**config.mk**
```make
export PLATFORM = sky130hd
export DESIGN_NAME = fce_row_store
export DESIGN_NICKNAME = d
export VERILOG_FILES = /design/src/rtl/five_clique_enumerator_top_assert.svh /design/src/rtl/fce_pkg.sv /design/src/rtl/fce_row_store.sv
export SDC_FILE = /design/constraint.sdc
export NUM_CORES = 2
export LEC_CHECK = 0
export BUFFER_PORTS_ARGS = -buffer_cell sky130_fd_sc_hd__buf_4
export CORE_ASPECT_RATIO = 0.8
export CORE_MARGIN = 2
export CORE_UTILIZATION = 55
export DETAILED_ROUTE_END_ITERATION = 6
export PLACE_DENSITY_LB_ADDON = 0.08
export SYNTH_ARGS = -nofsm -noshare
export SYNTH_HDL_FRONTEND = slang
export SYNTH_SLANG_ARGS = --single-unit
```
**constraint.sdc**
```tcl
create_clock -name i_clk -period 5.5 [get_ports i_clk]
set_input_delay 0.275 -clock i_clk [delete_from_list [all_inputs] [get_ports i_clk]]
set_output_delay 0.275 -clock i_clk [all_outputs]
set_load 0.005 [all_outputs]
```
**src/rtl/five_clique_enumerator_top_assert.svh**
```systemverilog
// Assertion macros for the five-clique enumerator RTL.
`ifndef FIVE_CLIQUE_ENUMERATOR_TOP_ASSERT_SVH
`define FIVE_CLIQUE_ENUMERATOR_TOP_ASSERT_SVH

// Same-cycle implication, sampled on i_clk, off while rst_n is low
`define FCE_ASSERT_IMP(lbl, rst_n, ante, cons, msg) \
    lbl: assert property (@(posedge i_clk) disable iff (!(rst_n)) (ante) |-> (cons)) \
        else $error(msg);

// Next-cycle implication, sampled on i_clk, off while rst_n is low
`define FCE_ASSERT_NXT(lbl, rst_n, ante, cons, msg) \
    lbl: assert property (@(posedge i_clk) disable iff (!(rst_n)) (ante) |=> (cons)) \
        else $error(msg);

`endif

```
**src/rtl/fce_pkg.sv**
```systemverilog
// Shared constants, types and bitset helpers for the five-clique enumerator.
package fce_pkg;

    localparam int VERTICES_DEF    = 64;
    localparam int ROW_W           = 64;
    localparam int VTX_W           = 6;
    localparam int CNT_W           = 7;
    localparam int CLIQUE_SIZE     = 5;
    localparam int PAIR_MIN_COMMON = 3;
    localparam int LVL_W           = 3;
    localparam int CAND_DEPTH      = CLIQUE_SIZE - 1;
    localparam int CAND_AW         = $clog2(CAND_DEPTH);

    localparam logic [LVL_W-1:0] LVL_ROOT = LVL_W'(0);
    localparam logic [LVL_W-1:0] LVL_PAIR = LVL_W'(1);
    localparam logic [LVL_W-1:0] LVL_LAST = LVL_W'(CLIQUE_SIZE - 1);

    localparam logic [CNT_W-1:0] VCOUNT_RESET = CNT_W'(64);

    // Input word modes
    localparam logic [1:0] MODE_WRITE   = 2'd0;
    localparam logic [1:0] MODE_RESTART = 2'd1;
    localparam logic [1:0] MODE_FETCH   = 2'd2;

    typedef logic [VTX_W-1:0] t_vtx;

    typedef struct packed {
        logic fetch;
        logic restart;
    } t_srch_req;

    typedef struct packed {
        logic                        busy;
        logic                        done;
        logic                        res_valid;
        logic                        found;
        t_vtx [CLIQUE_SIZE-1:0]      vtx;
    } t_srch_rsp;

    // Bits of vertices below min(count, vertices)
    function automatic logic [ROW_W-1:0] active_mask(input logic [CNT_W-1:0] count,
                                                     input int vertices);
        logic [ROW_W-1:0] m;
        for (int p = 0; p < ROW_W; p++) begin
            m[p] = (p < int'(count)) && (p < vertices);
        end
        return m;
    endfunction

    // Lowest set bit at or above start; ROW_W when there is none
    function automatic logic [CNT_W-1:0] first_set_from(input logic [ROW_W-1:0] x,
                                                        input logic [CNT_W-1:0] start);
        logic [CNT_W-1:0] pos;
        pos = CNT_W'(ROW_W);
        for (int p = ROW_W - 1; p >= 0; p--) begin
            if (x[p] && (p >= int'(start))) begin
                pos = CNT_W'(p);
            end
        end
        return pos;
    endfunction

    // True when x has at least PAIR_MIN_COMMON set bits
    function automatic logic has_min_common(input logic [ROW_W-1:0] x);
        logic [ROW_W-1:0] y;
        y = x;
        for (int k = 0; k < PAIR_MIN_COMMON - 1; k++) begin
            y = y & (y - ROW_W'(1));
        end
        return y != '0;
    endfunction

endpackage

```
**src/rtl/fce_row_store.sv**
```systemverilog
// Adjacency row memory: one write port, one registered read port.
module fce_row_store #(
    parameter int VERTICES = fce_pkg::VERTICES_DEF
) (
    input  logic                      i_clk,
    input  logic                      i_wr_en,
    input  logic [$clog2(VERTICES)-1:0] i_wr_addr,
    input  logic [fce_pkg::ROW_W-1:0] i_wr_data,
    input  logic                      i_rd_en,
    input  logic [$clog2(VERTICES)-1:0] i_rd_addr,
    output logic [fce_pkg::ROW_W-1:0] o_rd_data
);

    logic [fce_pkg::ROW_W-1:0] r_mem [VERTICES];
    logic [fce_pkg::ROW_W-1:0] r_rd_data;

    // write port
    always_ff @(posedge i_clk) begin
        if (i_wr_en) begin
            r_mem[i_wr_addr] <= i_wr_data;
        end
    end

    // read port, registered output
    always_ff @(posedge i_clk) begin
        if (i_rd_en) begin
            r_rd_data <= r_mem[i_rd_addr];
        end
    end

    assign o_rd_data = r_rd_data;

endmodule

```
==> summary.txt <==
Commonest non-fill, non-tap cell in the layout: edfxtp_1
Cells after Synth: 6598
CP startpoint kind: primary input
Clock power frac: 0.410
WL/cell: 39.3 µm
Via count: 77700
CORE AREA: 0.284 mm²
Port bufs: 142
Share of layout cells above drive strength 1: 0.276
Register area: 0.125 mm²
CTS Buffer Depth: 4
Seq/Total Area, Yosys: 0.796
Share of total power in combinational logic: 0.047
Total Power: 65000 µW
Synth unique cells: 32
Hold/Removal Path Class: primary input to flip-flop
Area growth from synthesis to layout: 12.9%
Reg clk slew, reported paths: 60 ps
WHS Endpoint: r_mem[55][61]
FF-to-FF setup slack: 3210 ps
Max_cap viols: 0
FF-to-FF path depth: 4
Clock latency on the worst-skew pair: 910 ps
Avg Inst Size Synth: 23.8 µm²
Hold path cells: 3
CTS tree: built
GR Overflow Total: 0
HP Start: i_wr_addr[2]
Setup TNS: 0 ps
P_leak: 0.0551 µW
Hpwl dp: 232 mm
Gpl congestion: 0.794
Switch share: 0.208
Die width: 601 µm
Number of gates resized after CTS: 0
Largest net degree at the start of global routing: 111
H-tree depth: 5
Starting Density: 0.553
Final period util: 0.489
Worst reg2reg path endpoint: o_rd_data[62]
Synth Cell Area: 0.157 mm²
WP data arrival: 3280 ps
Detailed Routing Iterations Pass 1: 6
Crit path kind: primary input to flip-flop
R2r startpoint: r_mem[6][62]
Vias in the first global route: 75300
Setup violations, final: 0
Total GRT Usage: 0.304
Slew @ Worst Pin: 1220 ps
Root buffer cell: clkbuf_16
Pwr Density: 367 mW/mm²
Antenna violations before repair: 36
CTS Sinks: 4160
Die height: 482 µm
Run status: finished, final reports clean
P_sw: 13500 µW
Initial DRC count: 11900
WL final: 440 mm
RSZ-0062 raised after global routing: no
Worst Path Max Fanout: 71
Syn Nets: 6677
# DRC: 0
Antenna-violating nets left: 0
WP data required: 6100 ps
Hold Vio Cnt, Final: 0
FP Rows: 175
Die ar.: 0.290 mm²
Fmax: 372 MHz
CTS buffer count: 396
Ys Warns: 0
Multi-input logic area: 0.0308 mm²
CP startpoint: i_rd_addr[2]
Yosys reg bits: 4160
Num ports: 143
Nets: 7137
Register share of total power: 0.543
First-pass GRT wire length: 606 mm
Clock skew: 39.8 ps
Routed vias/inst: 6.94
CP endpoint kind: flip-flop
Core Util, Final: 0.624
Post-route minimum period: 2690 ps
P_int: 51500 µW
# fillers: 19000
Max VDD drop: 277 µV
Max Slew Vio Count: 0
Most frequent cells in the layout: edfxtp_1, mux4_2, clkbuf_16
Rel. slew slack: 0.184
## power groups by stage
stage                     sequential, µW  clock, µW  combinational (µW)
after floorplan                    35900          0                1640
after global placement             36000          0                2940
after detailed placement           36000          0                2990
after CTS                          35300      27000                3050
after global routing               35300      28200                3220
final                              35300      26700                3040
## critical path, cell delays in order
cell      delay (ps)
buf_8            520
and2_4           970
buf_12           330
a22oi_1          140
and3_1           240
a211oi_1         570
## worst max path at each step
stage | cells past startpoint | slack (ps) | to
floorplan | 4 | 1190 | r_mem[39][0]
global route | 7 | 2670 | o_rd_data[57]
finish | 6 | 2810 | o_rd_data[38]
detailed placement | 6 | 1940 | o_rd_data[38]
global placement | 7 | 1960 | o_rd_data[57]
CTS | 6 | 2840 | o_rd_data[38]
## logic make-up (layout without fill, tap and decap cells)
family	count (synthesis)	count (layout)	share of synthesized area
flops	4160	4160	0.796
simple gates	386	386	0.0123
buf+inv	389	1168	0.0118
compound gates	504	504	0.0247
mux	1159	1159	0.156
other cells	0	15	0
## final cells by class
type                    count  area share
multi-input cells        2049       0.174
well taps                3805      0.0269
clock buffers             487      0.0592
flip-flops and latches   4160       0.705
repair buffers            432      0.0235
diodes                     15    0.000212
clock inverters           230      0.0114
inverters                  19    0.000402
## synthesized netlist by cell type
master / number / area (µm²)
mux4_2: 1024 / 23100
nand4_1: 2 / 12.5
buf_4: 34 / 255
a211oi_1: 63 / 473
a41oi_1: 26 / 228
clkbuf_1: 140 / 526
and2_1: 3 / 18.8
and3_1: 64 / 400
o22ai_1: 83 / 519
nor2b_1: 28 / 175
nand2_1: 58 / 218
or3_1: 29 / 181
buf_1: 20 / 75.1
buf_6: 6 / 67.6
a22oi_1: 168 / 1260
nand3b_1: 2 / 15.0
or3b_2: 1 / 8.76
or2_2: 28 / 175
inv_1: 19 / 71.3
a22o_1: 88 / 771
o221ai_1: 38 / 333
a2bb2oi_1: 19 / 166
nand4b_1: 1 / 8.76
a31o_1: 1 / 8.76
nand2b_1: 11 / 68.8
edfxtp_1: 4160 / 125000
buf_2: 170 / 851
a31oi_1: 18 / 113
nor3_1: 2 / 10.0
nand3_1: 45 / 225
nor2_1: 112 / 420
mux2i_1: 135 / 1350
## per-layer routing
metal | up-vias | part of all wire | GRT usage | wire length (µm)
li1 | 29500 | - | - | -
met1 | 42900 | 0.41 | 0.467 | 182000
met2 | 4635 | 0.46 | 0.456 | 202000
met3 | 629 | 0.10 | 0.0576 | 45000
met4 | 10 | 0.026 | 0.0786 | 11400
met5 | - | 0.00014 | 0 | 61
## sequential cells by signal, indices dropped and copies added, names as in the netlist
signal,cells
o_rd_data,64
r_mem,4096
## per-stage QoR
stage	setup WS, ps	area [µm²]	instances	hold WS, ps
finish	2810	177000	11200	169
CTS	2840	177000	11200	95.3
floorplan	1190	157000	6598	374
global route	2670	177000	11200	133
global placement	1960	164000	10400	696
detailed placement	1940	164000	10400	693
## timing repair
item,in CTS,in global routing
hold buffers,65,0
hold endpoints to repair,4107,0
buffers inserted,0,0
Power figures use the tool's default switching activity.
