File: src/rtl/five_clique_enumerator_top_assert.svh
// Assertion macros for the five-clique enumerator RTL.
`ifndef FIVE_CLIQUE_ENUMERATOR_TOP_ASSERT_SVH
`define FIVE_CLIQUE_ENUMERATOR_TOP_ASSERT_SVH

// Same-cycle implication, sampled on i_clk, off while rst_n is low
`define FCE_ASSERT_IMP(lbl, rst_n, ante, cons, msg) \
    lbl: assert property (@(posedge i_clk) disable iff (!(rst_n)) (ante) |-> (cons)) \
        else $error(msg);

// Next-cycle implication, sampled on i_clk, off while rst_n is low
`define FCE_ASSERT_NXT(lbl, rst_n, ante, cons, msg) \
    lbl: assert property (@(posedge i_clk) disable iff (!(rst_n)) (ante) |=> (cons)) \
        else $error(msg);

`endif

File: src/rtl/fce_pkg.sv
// Shared constants, types and bitset helpers for the five-clique enumerator.
package fce_pkg;

    localparam int VERTICES_DEF    = 64;
    localparam int ROW_W           = 64;
    localparam int VTX_W           = 6;
    localparam int CNT_W           = 7;
    localparam int CLIQUE_SIZE     = 5;
    localparam int PAIR_MIN_COMMON = 3;
    localparam int LVL_W           = 3;
    localparam int CAND_DEPTH      = CLIQUE_SIZE - 1;
    localparam int CAND_AW         = $clog2(CAND_DEPTH);

    localparam logic [LVL_W-1:0] LVL_ROOT = LVL_W'(0);
    localparam logic [LVL_W-1:0] LVL_PAIR = LVL_W'(1);
    localparam logic [LVL_W-1:0] LVL_LAST = LVL_W'(CLIQUE_SIZE - 1);

    localparam logic [CNT_W-1:0] VCOUNT_RESET = CNT_W'(64);

    // Input word modes
    localparam logic [1:0] MODE_WRITE   = 2'd0;
    localparam logic [1:0] MODE_RESTART = 2'd1;
    localparam logic [1:0] MODE_FETCH   = 2'd2;

    typedef logic [VTX_W-1:0] t_vtx;

    typedef struct packed {
        logic fetch;
        logic restart;
    } t_srch_req;

    typedef struct packed {
        logic                        busy;
        logic                        done;
        logic                        res_valid;
        logic                        found;
        t_vtx [CLIQUE_SIZE-1:0]      vtx;
    } t_srch_rsp;

    // Bits of vertices below min(count, vertices)
    function automatic logic [ROW_W-1:0] active_mask(input logic [CNT_W-1:0] count,
                                                     input int vertices);
        logic [ROW_W-1:0] m;
        for (int p = 0; p < ROW_W; p++) begin
            m[p] = (p < int'(count)) && (p < vertices);
        end
        return m;
    endfunction

    // Lowest set bit at or above start; ROW_W when there is none
    function automatic logic [CNT_W-1:0] first_set_from(input logic [ROW_W-1:0] x,
                                                        input logic [CNT_W-1:0] start);
        logic [CNT_W-1:0] pos;
        pos = CNT_W'(ROW_W);
        for (int p = ROW_W - 1; p >= 0; p--) begin
            if (x[p] && (p >= int'(start))) begin
                pos = CNT_W'(p);
            end
        end
        return pos;
    endfunction

    // True when x has at least PAIR_MIN_COMMON set bits
    function automatic logic has_min_common(input logic [ROW_W-1:0] x);
        logic [ROW_W-1:0] y;
        y = x;
        for (int k = 0; k < PAIR_MIN_COMMON - 1; k++) begin
            y = y & (y - ROW_W'(1));
        end
        return y != '0;
    endfunction

endpackage

File: src/rtl/fce_search.sv
// Backtracking search sequencer: level candidates, chosen path, row fetches.
`include "five_clique_enumerator_top_assert.svh"

module fce_search #(
    parameter int VERTICES = fce_pkg::VERTICES_DEF
) (
    input  logic                        i_clk,
    input  logic                        i_rst_n,
    input  fce_pkg::t_srch_req          i_req,
    input  logic [fce_pkg::CNT_W-1:0]   i_count,
    output fce_pkg::t_srch_rsp          o_rsp,
    output logic                        o_rd_en,
    output logic [$clog2(VERTICES)-1:0] o_rd_addr,
    input  logic [fce_pkg::ROW_W-1:0]   i_rd_data
);

    localparam int AW = $clog2(VERTICES);

    typedef enum logic [1:0] {
        ST_IDLE,
        ST_FIND,
        ST_EXPAND,
        ST_PRUNE
    } t_state;

    t_state                      r_state;
    logic [fce_pkg::LVL_W-1:0]   r_lvl;
    logic                        r_incl;
    logic                        r_done;
    fce_pkg::t_vtx               r_chosen [fce_pkg::CLIQUE_SIZE];
    logic [fce_pkg::ROW_W-1:0]   r_cand [fce_pkg::CAND_DEPTH];
    logic                        r_res_valid;
    logic                        r_found;
    fce_pkg::t_vtx [fce_pkg::CLIQUE_SIZE-1:0] r_vtx;

    logic [fce_pkg::ROW_W-1:0]   act_mask;
    logic [fce_pkg::ROW_W-1:0]   cur_cand;
    logic [fce_pkg::CAND_AW-1:0] lvl_prev;
    logic [fce_pkg::CNT_W-1:0]   start_pos;
    logic [fce_pkg::CNT_W-1:0]   hit_pos;
    logic                        hit_none;

    // candidate set of the current level and next vertex in it
    always_comb begin
        act_mask  = fce_pkg::active_mask(i_count, VERTICES);
        lvl_prev  = fce_pkg::CAND_AW'(r_lvl - fce_pkg::LVL_W'(1));
        cur_cand  = (r_lvl == fce_pkg::LVL_ROOT) ? act_mask : r_cand[lvl_prev];
        start_pos = r_incl ? {1'b0, r_chosen[r_lvl]}
                           : {1'b0, r_chosen[r_lvl]} + fce_pkg::CNT_W'(1);
        hit_pos   = fce_pkg::first_set_from(cur_cand, start_pos);
        hit_none  = hit_pos[fce_pkg::CNT_W-1];
    end

    // fetch the chosen vertex's row whenever the path tries to go one level deeper
    assign o_rd_en   = (r_state == ST_FIND) && !hit_none && (r_lvl != fce_pkg::LVL_LAST);
    assign o_rd_addr = hit_pos[AW-1:0];

    // sequencer
    always_ff @(posedge i_clk) begin
        if (!i_rst_n) begin
            r_state     <= ST_IDLE;
            r_lvl       <= fce_pkg::LVL_ROOT;
            r_incl      <= 1'b0;
            r_done      <= 1'b1;
            r_res_valid <= 1'b0;
        end else begin
            r_res_valid <= 1'b0;
            case (r_state)
                ST_IDLE: begin
                    if (i_req.restart) begin
                        for (int k = 0; k < fce_pkg::CLIQUE_SIZE; k++) begin
                            r_chosen[k] <= '0;
                        end
                        r_lvl  <= fce_pkg::LVL_ROOT;
                        r_done <= 1'b0;
                        r_incl <= 1'b1;
                    end else if (i_req.fetch) begin
                        r_state <= ST_FIND;
                    end
                end
                ST_FIND: begin
                    if (hit_none) begin
                        if (r_lvl == fce_pkg::LVL_ROOT) begin
                            // search exhausted
                            r_done      <= 1'b1;
                            r_incl      <= 1'b0;
                            r_res_valid <= 1'b1;
                            r_found     <= 1'b0;
                            r_vtx       <= '0;
                            r_state     <= ST_IDLE;
                        end else begin
                            r_lvl  <= r_lvl - fce_pkg::LVL_W'(1);
                            r_incl <= 1'b0;
                        end
                    end else begin
                        r_chosen[r_lvl] <= hit_pos[fce_pkg::VTX_W-1:0];
                        if (r_lvl == fce_pkg::LVL_LAST) begin
                            // full clique
                            r_incl      <= 1'b0;
                            r_res_valid <= 1'b1;
                            r_found     <= 1'b1;
                            for (int k = 0; k < fce_pkg::CLIQUE_SIZE - 1; k++) begin
                                r_vtx[k] <= r_chosen[k];
                            end
                            r_vtx[fce_pkg::CLIQUE_SIZE-1] <= hit_pos[fce_pkg::VTX_W-1:0];
                            r_state     <= ST_IDLE;
                        end else begin
                            r_state <= ST_EXPAND;
                        end
                    end
                end
                ST_EXPAND: begin
                    // row data of the chosen vertex is on the read port now
                    r_cand[r_lvl[fce_pkg::CAND_AW-1:0]] <= cur_cand & i_rd_data;
                    if (r_lvl == fce_pkg::LVL_PAIR) begin
                        r_state <= ST_PRUNE;
                    end else begin
                        r_chosen[r_lvl + fce_pkg::LVL_W'(1)] <= r_chosen[r_lvl];
                        r_lvl   <= r_lvl + fce_pkg::LVL_W'(1);
                        r_incl  <= 1'b1;
                        r_state <= ST_FIND;
                    end
                end
                ST_PRUNE: begin
                    // pair with too few common neighbors: try the next partner
                    if (!fce_pkg::has_min_common(r_cand[fce_pkg::LVL_PAIR[fce_pkg::CAND_AW-1:0]]))
                    begin
                        r_incl <= 1'b0;
                    end else begin
                        r_chosen[r_lvl + fce_pkg::LVL_W'(1)] <= r_chosen[r_lvl];
                        r_lvl  <= r_lvl + fce_pkg::LVL_W'(1);
                        r_incl <= 1'b1;
                    end
                    r_state <= ST_FIND;
                end
                default: begin
                    r_state <= ST_IDLE;
                end
            endcase
        end
    end

    // status and result toward the top level
    always_comb begin
        o_rsp.busy      = (r_state != ST_IDLE);
        o_rsp.done      = r_done;
        o_rsp.res_valid = r_res_valid;
        o_rsp.found     = r_found;
        o_rsp.vtx       = r_vtx;
    end

    `FCE_ASSERT_NXT(a_rd_then_expand, i_rst_n, o_rd_en, r_state == ST_EXPAND, "row read not followed by expand")
    `FCE_ASSERT_IMP(a_lvl_range, i_rst_n, 1'b1, r_lvl <= fce_pkg::LVL_LAST, "search level out of range")
    `FCE_ASSERT_IMP(a_res_from_find, i_rst_n, r_res_valid, (r_state == ST_IDLE) && ($past(r_state) == ST_FIND), "result not issued from find step")
    `FCE_ASSERT_IMP(a_clique_sorted, i_rst_n, r_res_valid && r_found, (r_vtx[0] <= r_vtx[1]) && (r_vtx[1] <= r_vtx[2]) && (r_vtx[2] <= r_vtx[3]) && (r_vtx[3] <= r_vtx[4]), "clique vertices out of order")
    `FCE_ASSERT_IMP(a_miss_clean, i_rst_n, r_res_valid && !r_found, r_done && (r_lvl == fce_pkg::LVL_ROOT) && (r_vtx == '0), "not-found result with live search state")

endmodule

File: config.mk
export PLATFORM = sky130hd
export DESIGN_NAME = fce_search
export DESIGN_NICKNAME = d
export VERILOG_FILES = /design/src/rtl/fce_pkg.sv /design/src/rtl/fce_search.sv
export VERILOG_INCLUDE_DIRS = /design/src /design/src/rtl
export SDC_FILE = /design/constraint.sdc
export NUM_CORES = 1
export LEC_CHECK = 0
export ABC_AREA = 1
export ABC_CLOCK_PERIOD_IN_PS = 25300
export BUFFER_PORTS_ARGS = -buffer_cell sky130_fd_sc_hd__buf_4
export CORE_ASPECT_RATIO = 1.2
export CORE_MARGIN = 5
export CORE_UTILIZATION = 61
export DETAILED_ROUTE_END_ITERATION = 10
export GPL_TIMING_DRIVEN = 0
export PLACE_DENSITY = 0.8
export SYNTH_ARGS = -nofsm -noshare
export SYNTH_HDL_FRONTEND = slang
export SYNTH_SLANG_ARGS = --single-unit
File: constraint.sdc
create_clock -name i_clk -period 25.3 [get_ports i_clk]
set_input_delay 0 -clock i_clk [delete_from_list [all_inputs] [get_ports i_clk]]
set_output_delay 0 -clock i_clk [all_outputs]
set_load 0.01 [all_outputs]
==> flow_metrics.tcl <==
set metrics [dict create \
    outcome "complete, no violations" \
    grt_antenna_before_repair 0 \
    layout-area-overhead-vs-synth_pct 18.57 \
    post_drt_via_cell_ratio 6.063 \
    reg2reg_to "r_state[0]$_SDFFE_PN0P_" \
    postCtsSetupRepairBufs 0 \
    fin_nets 2532 \
    hold-path-cell-count 5 \
    wl_per_cell_um 21.43 \
    switching_share_pct 47.99 \
    synth-seq-area-share_pct 54.00 \
    cts_tree "yes" \
    synth.cell_area_um2 19040 \
    maxCapViolCount 0 \
    hold_buffers 69 \
    drive_gt1_share_pct 11.73 \
    gr-usage-met1_pct 43.53 \
    min-delay-path-class "in -> reg" \
    grt_busiest_layer "met2" \
    placed_cells 2734 \
    grt_pass1_vias 16930 \
    max_stage_delay_ps 690 \
    max_slew.worst_pin.slew_ps 991.4 \
    finalCritPeriodShare_pct 47.98 \
    grt_usage_pct 35.03 \
    cp.required_ps 25780 \
    drc_errors 0 \
    worst-setup-path-type "reg -> reg" \
    clk_transition_reported_paths_ps 60 \
    post_syn_nets 2300 \
    hold_worst_path_end "r_cand[0][55]$_DFFE_PP_" \
    last_weighted_congestion_value_of_the_routability_driven_placer 0.9679 \
    slowest_stage "buf_1" \
    fin_cells 2869 \
    netlist_instances 2213 \
    place_area_um2 20660 \
    rrSetupSlack_ps 13160 \
    p_comb_share_pct 56.3 \
    die_y_um 203.5 \
    insertion_delay_ps 540 \
    reg2reg_from "r_lvl[0]$_SDFFE_PN0P_" \
    clock_sinks 346 \
    synth_cell_types 66 \
    clock_skew_ps 15.39 \
    placement.io_buffers 114 \
    drtIter0Drc 2211 \
    grt_max_degree 27 \
    floorplan.die_area_um2 34860 \
    initial_cell_density_of_the_core_pct 62.11 \
    postSynth.asyncResetShare_pct 0 \
    finalSetupTns_ps 0 \
    setup-violations-final 0 \
    fmax_ghz 0.08238 \
    place_ws_ps 13960 \
    critical_path.max_fanout 11 \
    layout.area.seq_um2 10280 \
    placeable_core_area_um2 30650 \
    global_route.overflow_total 0 \
    met3_demand_to_capacity_share_in_global_routing_pct 6.185 \
    firstDrtPassIters 8 \
    fin_hold_ws_ps 149.2 \
    post_cts_resize_count 0 \
    r2r_cell_count 34 \
    maxSlewHeadroom_pct 33.40 \
    routed_wirelength_mm 61.49 \
    n_fill_cell 2255 \
    synth-warning-count 0 \
    crit_path_frequent_cell "clkbuf_1" \
    power_switching_mw 1.454 \
    cts.root.buffer_cell "clkbuf_16" \
    final_max_slew_viol_count 0 \
    worstSetupStartpointType "flop" \
    worst_ep_arrival_time_ps 12610 \
    met2_usage_pct 59.50 \
    synth_area_per_inst_um2 8.603 \
    post-dp-hpwl_mm 44.69 \
    placementRows 70 \
    top_level_ports 116 \
    power.share.sequential_pct 25.4 \
    critical_path.endpoint_type "flop" \
    h-tree-depth 2 \
    power_frac_clock_pct 18.3 \
    grt_pass1_wl_mm 93.63 \
    min_period_ps 12140 \
    p_int_mw 1.575 \
    antenna_cells_inserted 0 \
    setup_ws_ps 13160 \
    vias 17390 \
    synth_enable_flop_cells 335 \
    chip_width_um 171.3 \
    synth-seq-cells 346 \
    clock_tree.buffer_depth 3 \
    hold_path_startpoint "i_count[6]" \
    cts_made_buffers 36 \
    power.ir.vdd_worst_mv 0.1069 \
    powerDensity_nw_per_um2 134.2 \
    rsz_0062_raised_after_global_routing "no" \
    timing.final.hold_violations 0 \
    synth_ff_type "edfxtp_1" \
    ant_nets 0 \
    fin_area_um2 22570 \
    multi_input_comb_area_um2 7340 \
    static-leakage-power_nw 9.113 \
]
sequential cells by signal, summed over array words and instances (netlist names), named ones only:
| signal | flops |
|---|---|
| r_state | 2 |
| r_chosen | 48 |
| r_res_valid | 1 |
| r_incl | 1 |
| r_done | 1 |
| r_lvl | 3 |
| o_rsp | 30 |
| r_cand | 256 |
| r_found | 1 |
power by group through the flow:
stage / Sequential [mW] / Clock [mW] / Combinational (mW)
6_report: 0.770 / 0.554 / 1.70
4_1_cts: 0.770 / 0.554 / 1.66
2_1_floorplan: 0.780 / 0 / 1.07
3_3_place_gp: 0.783 / 0 / 1.60
5_1_grt: 0.773 / 0.581 / 1.85
3_5_place_dp: 0.781 / 0 / 1.64
worst max-delay path, delay by kind of cell, from the launching register on:
kind / cells / cell delay (ps)
buffers and inverters: 19 / 8380
and+or+nand+nor: 11 / 2440
adders and majority gates: 1 / 450
AOI/OAI and AO/OA: 3 / 410
DFF: 1 / 330
Yosys cell counts, drive strengths merged (23+ instances only):
cell	n	area (µm²)
edfxtp	335	10060
inv	297	1115
nand2	447	1723
nand4	25	177.7
nand3	107	545.5
buf	26	147.6
a21oi	93	465.5
nor3	45	251.5
clkbuf	47	176.4
o21ai	187	958.4
nor2	394	1595
and2	23	146.4
area by class of cell:
type                            instances  share of cell area [%]
Clock buffer                           46                   4.345
Timing Repair Buffer                  194                   7.882
Sequential cell                       346                   45.54
Tap cell                              396                   2.195
Clock inverter                         20                   1.086
Inverter                              301                   5.005
Multi-Input combinational cell       1493                   32.51
Buffer                                 73                   1.436
worst max-delay path by stage:
stage                          startpoint                 endpoint  cells after the start
floorplan           r_lvl[0]$_SDFFE_PN0P_   o_rsp[0]$_SDFFCE_PP0P_                     30
global placement    r_lvl[0]$_SDFFE_PN0P_  o_rsp[24]$_SDFFCE_PP0P_                     30
detailed placement  r_lvl[0]$_SDFFE_PN0P_   o_rsp[2]$_SDFFCE_PP0P_                     32
CTS                 r_lvl[0]$_SDFFE_PN0P_  r_state[0]$_SDFFE_PN0P_                     34
global route        r_lvl[0]$_SDFFE_PN0P_  r_state[0]$_SDFFE_PN0P_                     34
finish              r_lvl[0]$_SDFFE_PN0P_  r_state[0]$_SDFFE_PN0P_                     34
routing by layer:
metal	vias to the layer above	part of all wire, %
li1	7958	-
met4	0	5.6
met2	1138	48
met5	-	0
met1	8076	35
met3	222	11
layout by cell type (no fill, tap or decap), types with 14 or more instances in the layout:
cell	instances
edfxtp_1	335
nand4_1	23
a21oi_1	93
nor2_2	16
nor3_1	40
clkbuf_16	38
dlygate4sd3_1	69
and2_1	22
nand2_1	437
o21ai_0	173
a211oi_1	18
clkbuf_1	55
nor2_1	365
buf_4	123
nand3_1	105
inv_2	25
inv_1	272
a31oi_1	14
o211ai_1	15
per-stage QoR:
| stage | total power, mW | utilization, % |
|---|---|---|
| 2_1_floorplan | 1.854 | - |
| 3_3_place_gp | 2.388 | 66.51 |
| 3_5_place_dp | 2.417 | 67.39 |
| 4_1_cts | 2.980 | 73.64 |
| 5_1_grt | 3.206 | 73.64 |
| 6_report | 3.029 | 73.64 |
logic make-up after synthesis:
kind of cell / synth area share, %
flip-flops: 54.00
AND/OR/NAND/NOR: 24.66
XOR/XNOR: 0.1906
AO/OA/AOI/OAI: 12.67
adder cells (fa/ha/maj): 0.8412
buffers and inverters: 7.637
No activity file was read; power rests on OpenSTA's default activity.
